## src/rtl/dedup_front_insert_deque_defines.svh

```systemverilog
// assertion macros shared by the deque rtl
// no dependencies; included by files that carry concurrent checks
`ifndef DEDUP_FRONT_INSERT_DEQUE_DEFINES_SVH
`define DEDUP_FRONT_INSERT_DEQUE_DEFINES_SVH

// same-cycle implication, disabled during reset
`define DFID_ASSERT_IMP(label, clk, rst, ante, cons) \
  label: assert property (@(posedge clk) disable iff (rst) (ante) |-> (cons)) \
    else $error("dfid check failed");

// next-cycle implication, disabled during reset
`define DFID_ASSERT_NXT(label, clk, rst, ante, cons) \
  label: assert property (@(posedge clk) disable iff (rst) (ante) |=> (cons)) \
    else $error("dfid check failed");

`endif

```

## src/rtl/dfid_pkg.sv

```systemverilog
// shared types and constants for the duplicate-rejecting deque
// no dependencies; imported by dfid_cell and dedup_front_insert_deque
`timescale 1ns / 1ps
`default_nettype none

package dfid_pkg;

  localparam int DEPTH  = 16;
  localparam int DATA_W = 32;
  localparam int OP_W   = 2;
  localparam int STAT_W = 2;

  localparam logic [OP_W-1:0] OP_INSERT     = 2'd0;
  localparam logic [OP_W-1:0] OP_POP_FRONT  = 2'd1;
  localparam logic [OP_W-1:0] OP_POP_BACK   = 2'd2;

  localparam logic [STAT_W-1:0] STAT_OK    = 2'd0;
  localparam logic [STAT_W-1:0] STAT_DUP   = 2'd1;
  localparam logic [STAT_W-1:0] STAT_FULL  = 2'd2;
  localparam logic [STAT_W-1:0] STAT_EMPTY = 2'd3;

  typedef enum logic [1:0] {
    ST_IDLE,
    ST_CMP,
    ST_COMMIT
  } state_t;

  // move command broadcast to every cell
  typedef struct packed {
    logic ins;
    logic pop_front;
    logic pop_back;
  } cell_cmd_t;

endpackage

`default_nettype wire

```

## src/rtl/dedup_front_insert_deque.sv

```systemverilog
// Duplicate-rejecting deque of signed 32-bit values, front insert only.
// Input channel: in_valid/in_ready with operation and value. operation 0
// inserts value at the front unless it is already stored or the store is
// full, 1 pops the front, 2 pops the back, 3 does nothing.
// Output channel: out_valid/out_ready with removed_value and status
// (ok, duplicate, full, empty); exactly one result per input transfer.
// Sequence: the item is registered on the input transfer, every cell then
// registers its own compare and tail pick, and the commit state reduces
// those bits, moves the chain and registers the result, raising out_valid.
// Items are handled one at a time: no new item is taken until the commit.
// Reset: synchronous, empties the store and drops any pending result.
// Stall: a held result waits in the output register; the commit cycle waits
// until the register is free, and no new item is taken until then.
// Depends on dfid_pkg, dfid_cell and dedup_front_insert_deque_defines.svh.
`timescale 1ns / 1ps
`default_nettype none

`include "dedup_front_insert_deque_defines.svh"

module dedup_front_insert_deque (
  input  wire logic                             clk,
  input  wire logic                             rst,
  input  wire logic                             in_valid,
  output logic                                  in_ready,
  input  wire logic [dfid_pkg::OP_W-1:0]        operation,
  input  wire logic signed [dfid_pkg::DATA_W-1:0] value,
  output logic                                  out_valid,
  input  wire logic                             out_ready,
  output logic signed [dfid_pkg::DATA_W-1:0]    removed_value,
  output logic [dfid_pkg::STAT_W-1:0]           status
);
  import dfid_pkg::*;

  state_t state, state_next;

  logic [OP_W-1:0]   req_op;
  logic [DATA_W-1:0] req_val;

  cell_cmd_t cmd;
  logic [DEPTH-1:0]  occ_vec;
  logic [DEPTH-1:0]  hit_vec;
  logic [DATA_W-1:0] data_arr [DEPTH];
  logic [DATA_W-1:0] tail_arr [DEPTH];

  logic              any_hit;
  logic [DATA_W-1:0] tail_val;
  logic              commit;
  logic [DATA_W-1:0] res_val;
  logic [STAT_W-1:0] res_stat;

  // cell chain: cell 0 is the front
  for (genvar i = 0; i < DEPTH; i++) begin : g_cell
    logic [DATA_W-1:0] l_data, r_data;
    logic              l_occ, r_occ;
    if (i == 0) begin : g_head
      assign l_data = req_val;
      assign l_occ  = 1'b1;
    end else begin : g_mid
      assign l_data = data_arr[i-1];
      assign l_occ  = occ_vec[i-1];
    end
    if (i == DEPTH-1) begin : g_tail
      assign r_data = '0;
      assign r_occ  = 1'b0;
    end else begin : g_inner
      assign r_data = data_arr[i+1];
      assign r_occ  = occ_vec[i+1];
    end
    dfid_cell u_cell (
      .clk       (clk),
      .rst       (rst),
      .cmd       (cmd),
      .key       (req_val),
      .left_data (l_data),
      .left_occ  (l_occ),
      .right_data(r_data),
      .right_occ (r_occ),
      .data      (data_arr[i]),
      .occ       (occ_vec[i]),
      .hit       (hit_vec[i]),
      .tail_val  (tail_arr[i])
    );
  end

  always_comb begin
    tail_val = '0;
    for (int i = 0; i < DEPTH; i++) begin
      tail_val = tail_val | tail_arr[i];
    end
  end
  assign any_hit = |hit_vec;

  always_ff @(posedge clk) begin
    if (rst) begin
      state <= ST_IDLE;
    end else begin
      state <= state_next;
    end
  end

  always_ff @(posedge clk) begin
    if (in_valid && in_ready) begin
      req_op  <= operation;
      req_val <= value;
    end
  end

  always_comb begin
    state_next = state;
    in_ready   = 1'b0;
    commit     = 1'b0;
    unique case (state)
      ST_IDLE: begin
        in_ready = 1'b1;
        if (in_valid) begin
          state_next = ST_CMP;
        end
      end
      ST_CMP: begin
        state_next = ST_COMMIT;
      end
      ST_COMMIT: begin
        if (!out_valid || out_ready) begin
          commit     = 1'b1;
          state_next = ST_IDLE;
        end
      end
      default: begin
        state_next = ST_IDLE;
      end
    endcase
  end

  // decide the result and the chain move
  always_comb begin
    cmd      = '0;
    res_val  = '0;
    res_stat = STAT_OK;
    case (req_op)
      OP_INSERT: begin
        if (any_hit) begin
          res_stat = STAT_DUP;
        end else if (occ_vec[DEPTH-1]) begin
          res_stat = STAT_FULL;
        end else begin
          cmd.ins = commit;
        end
      end
      OP_POP_FRONT: begin
        if (!occ_vec[0]) begin
          res_stat = STAT_EMPTY;
        end else begin
          res_val       = data_arr[0];
          cmd.pop_front = commit;
        end
      end
      OP_POP_BACK: begin
        if (!occ_vec[0]) begin
          res_stat = STAT_EMPTY;
        end else begin
          res_val      = tail_val;
          cmd.pop_back = commit;
        end
      end
      default: begin
        res_stat = STAT_OK;
      end
    endcase
  end

  always_ff @(posedge clk) begin
    if (rst) begin
      out_valid <= 1'b0;
    end else if (commit) begin
      out_valid <= 1'b1;
    end else if (out_ready) begin
      out_valid <= 1'b0;
    end
  end

  always_ff @(posedge clk) begin
    if (commit) begin
      removed_value <= res_val;
      status        <= res_stat;
    end
  end

  // occupied cells form one run starting at the front
  `DFID_ASSERT_IMP(a_occ_contiguous, clk, rst, 1'b1, ((occ_vec >> 1) & ~occ_vec) == '0)
  // a result appears only out of the commit cycle
  `DFID_ASSERT_IMP(a_result_from_commit, clk, rst, $rose(out_valid), $past(state) == ST_COMMIT)
  // an accepted insert leaves the front cell occupied
  `DFID_ASSERT_NXT(a_insert_fills_front, clk, rst, commit && cmd.ins, occ_vec[0])
  // a rejected or empty-store transfer leaves the chain alone
  `DFID_ASSERT_NXT(a_reject_holds, clk, rst, commit && res_stat != STAT_OK, $stable(occ_vec))

endmodule

`default_nettype wire

```

## src/rtl/dfid_cell.sv

```systemverilog
// one storage cell of the deque chain: entry, occupied flag, compare
// depends on dfid_pkg
`timescale 1ns / 1ps
`default_nettype none

module dfid_cell (
  input  wire logic                    clk,
  input  wire logic                    rst,
  input  wire dfid_pkg::cell_cmd_t     cmd,
  input  wire logic [dfid_pkg::DATA_W-1:0] key,
  input  wire logic [dfid_pkg::DATA_W-1:0] left_data,
  input  wire logic                    left_occ,
  input  wire logic [dfid_pkg::DATA_W-1:0] right_data,
  input  wire logic                    right_occ,
  output logic [dfid_pkg::DATA_W-1:0]  data,
  output logic                         occ,
  output logic                         hit,
  output logic [dfid_pkg::DATA_W-1:0]  tail_val
);
  import dfid_pkg::*;

  always_ff @(posedge clk) begin
    if (rst) begin
      occ <= 1'b0;
    end else if (cmd.ins) begin
      occ <= left_occ;
    end else if (cmd.pop_front) begin
      occ <= right_occ;
    end else if (cmd.pop_back) begin
      // only the last occupied cell lets go
      occ <= occ & right_occ;
    end
  end

  always_ff @(posedge clk) begin
    if (cmd.ins) begin
      data <= left_data;
    end else if (cmd.pop_front) begin
      data <= right_data;
    end
  end

  // registered compare and tail pick, reduced by the controller next cycle
  always_ff @(posedge clk) begin
    hit      <= occ && (data == key);
    tail_val <= (occ && !right_occ) ? data : '0;
  end

endmodule

`default_nettype wire
```

## config.mk

```make
export PLATFORM = sky130hd
export DESIGN_NAME = dedup_front_insert_deque
export DESIGN_NICKNAME = d
export VERILOG_FILES = /design/src/rtl/dfid_pkg.sv /design/src/rtl/dedup_front_insert_deque.sv /design/src/rtl/dfid_cell.sv
export VERILOG_INCLUDE_DIRS = /design/src /design/src/rtl
export SDC_FILE = /design/constraint.sdc
export NUM_CORES = 2
export LEC_CHECK = 0
export ABC_CLOCK_PERIOD_IN_PS = 15520
export BUFFER_PORTS_ARGS = -buffer_cell sky130_fd_sc_hd__clkbuf_2
export CORE_MARGIN = 4
export CORE_UTILIZATION = 30
export CTS_BUF_LIST = sky130_fd_sc_hd__clkbuf_16
export DETAILED_ROUTE_END_ITERATION = 6
export GPL_TIMING_DRIVEN = 0
export PLACE_DENSITY_LB_ADDON = 0.08
export REMOVE_ABC_BUFFERS = 1
export SLEW_MARGIN = 20
export SYNTH_ARGS = -nofsm -noshare
export SYNTH_HDL_FRONTEND = slang
export SYNTH_SLANG_ARGS = --single-unit
```

## constraint.sdc

```tcl
create_clock -name clk -period 15.52 [get_ports clk]
set_input_delay 0 -clock clk [delete_from_list [all_inputs] [get_ports clk]]
set_output_delay 0 -clock clk [all_outputs]
set_load 0.05 [all_outputs]
```

==> impl_summary.txt <==
----------------------------------------------------
[Synthesis]
  Combinational family with the most area after synthesis ... simple AND/OR/NAND/NOR gates
  Share of synthesized area spent on multiplexers ... 11.7%
  Simple-gate share of the synthesized area ... 12.9%
  Count of flip-flops with a built-in enable after synthesis ... 580
  Sequential area share after synthesis ... 61.3%
  Post-synthesis cell area ... 0.0463 sq mm
  Post-synthesis async set-or-reset flop share ... 0%
  Average footprint of a synthesized cell ... 13.7 sq um
  Ys Warns ... 0
  Fraction of the mapped netlist area in compound gates ... 1.79%
  Number of library cell types mapped by synthesis ... 40
  Synthesized netlist cell count ... 3388
  Share of synthesized cell area in full adder, half adder and majority cells ... 0.108%
  Post-synthesis register bit count ... 1127
  Post-synthesis xor/xnor area fraction ... 9.67%
  Top FF cell, synth ... sky130_fd_sc_hd__edfxtp_1

[Route]
  Number of iterations in the first detailed-routing pass ... 5
  Total Routed Length ... 177 mm
  Count of antenna-violating nets left after detailed routing ... 0
  Iter 0 DRT Violations ... 2318
  Routed vias/inst ... 4.93
  DRC errors left ... 0
  Detailed-route via count ... 28200
  Average routed wire per standard cell ... 31.0 um

[Timing]
  Relative slew margins ... 17.2%
  Worst hold slack after final layout ... 0.289 ns
  Worst-case clock skew ... 0.0393 ns
  Final Setup Violations ... 0
  Highest achievable clock rate ... 230 MHz
  Post-route fraction of the period consumed by the critical path ... 28.0%
  Final Max Tran Viols ... 0
  Setup repair after global routing missed its margin ... no
  Final Hold Fails ... 0
  Sum of negative setup slack ... 0 ns
  Final min period ... 4.34 ns
  Worst Tran Pin Value ... 1.23 ns

[Clock network]
  Clock transition at the registers of the reported paths ... 0.06 ns
  Cell at the root of the clock tree ... sky130_fd_sc_hd__clkbuf_16
  Hold-fix buffers, CTS ... 72
  Longest Clk Path Bufs ... 3
  # clock sinks ... 1127
  Htree depth ... 4
  Skew-Pair Late Insertion Delay ... 0.77 ns
  Total clock buffers created by CTS ... 135
  Buffer count from post-CTS setup fixing ... 0
  Number of gates given a new drive strength after cts ... 0
  CTS tree ... yes

[Place]
  Final weighted congestion in routability-driven placement ... 0.876
  Number of port buffers ... 73
  Detailed-placement wirelength estimate ... 135 mm
  Cells after DPL ... 5379

[Worst hold path]
  Hold Startpoint ... rst
  Min-Delay Endpoint ... g_cell[13].u_cell.occ
  HP Class ... in -> reg
  Min-Delay Path Depth ... 3

[Setup path]
  Slowest stage delay, CP ... 0.70 ns
  Reg-to-reg critical path startpoint ... state[1]
  Type of origin of the critical path ... flop
  Critical Path End Type ... flop
  R2R Setup Slk ... 11.18 ns
  Crit Path Class ... reg -> reg
  Cell-by-cell trace of the critical path ... nor2b_2 -> nand4b_4 -> nor2_8 -> a21o_4 -> buf_16 -> buf_16 -> buf_16 -> buf_16
  Crit-path most repeated cell ... sky130_fd_sc_hd__buf_16
  Worst reg2reg path endpoint ... g_cell[0].u_cell.data[13]
  Logic depth of the worst register-to-register path ... 8
  Arrival time at the worst endpoint ... 4.76 ns
  Crit-path slowest cell ... sky130_fd_sc_hd__nor2b_2
  Required time reported for the critical path endpoint ... 15.94 ns
  Largest fanout of any net on the critical path ... 55

[Flow run]
  # Max-Cap Violations ... 0

[Power and ir drop]
  Power Total ... 6450 uW
  Largest vdd supply drop ... 0.0938 mV
  Leakage power ... 0.0198 uW
  Power density of the placed cells ... 117 mW/mm^2

[Global route]
  Number of antenna violations at the first check in global routing ... 29
  First-pass GRT wire length ... 242 mm
  GRT overflow ... 0
  Vias in the first global route ... 28800
  Total track usage ... 21.6%
  Largest net degree at the start of global routing ... 56

[Layout]
  Share of layout cells above drive strength 1 ... 12.3%
  Area growth syn-to-layout ... 18.8%
  Number of standard cells in the layout, taps in and fillers out ... 5714
  Final Net Count ... 3600

[Floorplan]
  Die height ... 401 um
  Die area ... 0.161 sq mm
  Horizontal die dimension ... 401 um
  Initial Utilization ... 30.3%
  Floorplan core area ... 0.153 sq mm
  Num ports ... 74
  Standard-cell rows ... 143

[Outcome]
  Result of the run ... complete, no violations

----------------------------------------------------
through the flow:
| stage | worst slack, ns | area [sq um] | util, % |
|---|---|---|---|
| floorplan | -0.720 | 45100 | - |
| global placement | -9.28 | 48000 | 31.4 |
| detailed placement | 11.17 | 50100 | 32.8 |
| CTS | 11.18 | 54900 | 36.0 |
| global route | 10.92 | 55000 | 36.0 |
| finish | 11.18 | 55000 | 36.0 |
layout make-up:
cell class | count | area (sq um)
Fill cell | 14700 | 97600
Sequential cell | 1127 | 28400
Multi-Input combinational cell | 2063 | 17000
Clock buffer | 140 | 3500
Timing Repair Buffer | 228 | 2910
Tap cell | 2030 | 2540
Clock inverter | 110 | 621
Antenna cell | 13 | 32.5
Inverter | 3 | 11.3
per-layer routing:
| metal | track usage [%] | wire length [um] | part of all wire [%] | up-vias |
|---|---|---|---|---|
| met5 | 0 | 13 | 0.0073 | - |
| met4 | 7.14 | 5860 | 3.3 | 2 |
| met1 | 30.0 | 81100 | 46 | 14600 |
| met2 | 34.1 | 80500 | 45 | 850 |
| li1 | - | - | - | 12500 |
| met3 | 3.87 | 9560 | 5.4 | 214 |
cells in the final DEF, fill, tap and decap left out, drive strengths merged, types with 3 or more instances in the layout:
cell and instances:
edfxtp 580, dfxtp 547, and2 514, xor2 493
mux2 479, nor4 245, clkbuf 213, buf 83
dlygate4sd3 72, clkinv 56, inv 53, a21oi 52
nor2b 51, nand3 45, a41oi 32, and3 32
nor3 31, xnor2 18, nand4 18, diode 13
a31o 13, o221ai 13, nor2 5, o21ai 4
bufinv 4, ha 4, nand2b 3, nand2 3
power by group:
group / internal (uW) / leakage [uW] / switching [uW] / total [uW]
sequential: 3140 / 0.00976 / 55.1 / 3190
clock: 1700 / 0.00218 / 1290 / 2980
combinational: 85.0 / 0.00791 / 195 / 280
cell families (layout without fill, tap and decap cells):
| logic type | count (synthesis) | after routing |
|---|---|---|
| AO/OA/AOI/OAI | 119 | 119 |
| XOR/XNOR | 511 | 511 |
| flip-flops | 1127 | 1127 |
| multiplexers | 479 | 479 |
| adder cells (fa/ha/maj) | 4 | 4 |
| buffers and inverters | 198 | 481 |
| AND/OR/NAND/NOR | 950 | 950 |
| other | 0 | 13 |
critical path, delay by kind of cell, from the launching register on:
kind            cells  cell delay, ns
flops               1            0.37
compound gates      1            0.57
simple gates        3            1.67
buf+inv             4            1.21
state kept, by name (all words and copies together) (netlist names):
register                flops
g_cell.u_cell.data        512
g_cell.u_cell.tail_val    512
g_cell.l_data              32
removed_value              32
g_cell.u_cell.hit          16
g_cell.u_cell.occ          16
req_op                      2
state                       2
status                      2
out_valid                   1
worst max-delay path by stage:
stage                           from                    endpoint  slack (ns)  depth (start not counted)
4_1_cts                     state[1]  g_cell[14].u_cell.data[29]       11.18                          8
6_report                    state[1]   g_cell[0].u_cell.data[13]       11.18                          8
5_1_grt                     state[1]   g_cell[5].u_cell.data[13]       10.92                          8
3_3_place_gp   g_cell[15].u_cell.occ   g_cell[0].u_cell.data[12]       -9.28                          3
3_5_place_dp                state[1]   g_cell[0].u_cell.data[13]       11.17                          8
2_1_floorplan               state[1]    g_cell[0].u_cell.data[0]       -0.72                          4
Yosys cell counts, types with 2 or more instances:
cell,instances,area share (%)
sky130_fd_sc_hd__mux2_2,57,1.4
sky130_fd_sc_hd__edfxtp_1,580,38
sky130_fd_sc_hd__nand2b_1,3,0.041
sky130_fd_sc_hd__a21oi_1,52,0.56
sky130_fd_sc_hd__nor2_1,4,0.032
sky130_fd_sc_hd__nand4_1,17,0.23
sky130_fd_sc_hd__mux2_1,422,10
sky130_fd_sc_hd__and2_1,514,6.9
sky130_fd_sc_hd__buf_8,14,0.45
sky130_fd_sc_hd__inv_1,3,0.024
sky130_fd_sc_hd__buf_1,4,0.032
sky130_fd_sc_hd__ha_1,4,0.11
sky130_fd_sc_hd__a31o_2,13,0.25
sky130_fd_sc_hd__clkbuf_1,102,0.83
sky130_fd_sc_hd__o21ai_0,4,0.043
sky130_fd_sc_hd__buf_2,41,0.44
sky130_fd_sc_hd__nand3_1,45,0.49
sky130_fd_sc_hd__nor4_4,4,0.18
sky130_fd_sc_hd__dfxtp_1,547,24
sky130_fd_sc_hd__buf_6,34,0.83
sky130_fd_sc_hd__xor2_1,493,9.3
sky130_fd_sc_hd__nor4_1,241,3.3
sky130_fd_sc_hd__o221ai_1,13,0.25
sky130_fd_sc_hd__nand2_1,2,0.016
sky130_fd_sc_hd__and3_1,32,0.43
sky130_fd_sc_hd__xnor2_1,18,0.34
sky130_fd_sc_hd__nor2b_1,51,0.69
sky130_fd_sc_hd__nor3_1,31,0.34
sky130_fd_sc_hd__a41oi_1,32,0.61
No activity file was read; power rests on OpenSTA's default activity.
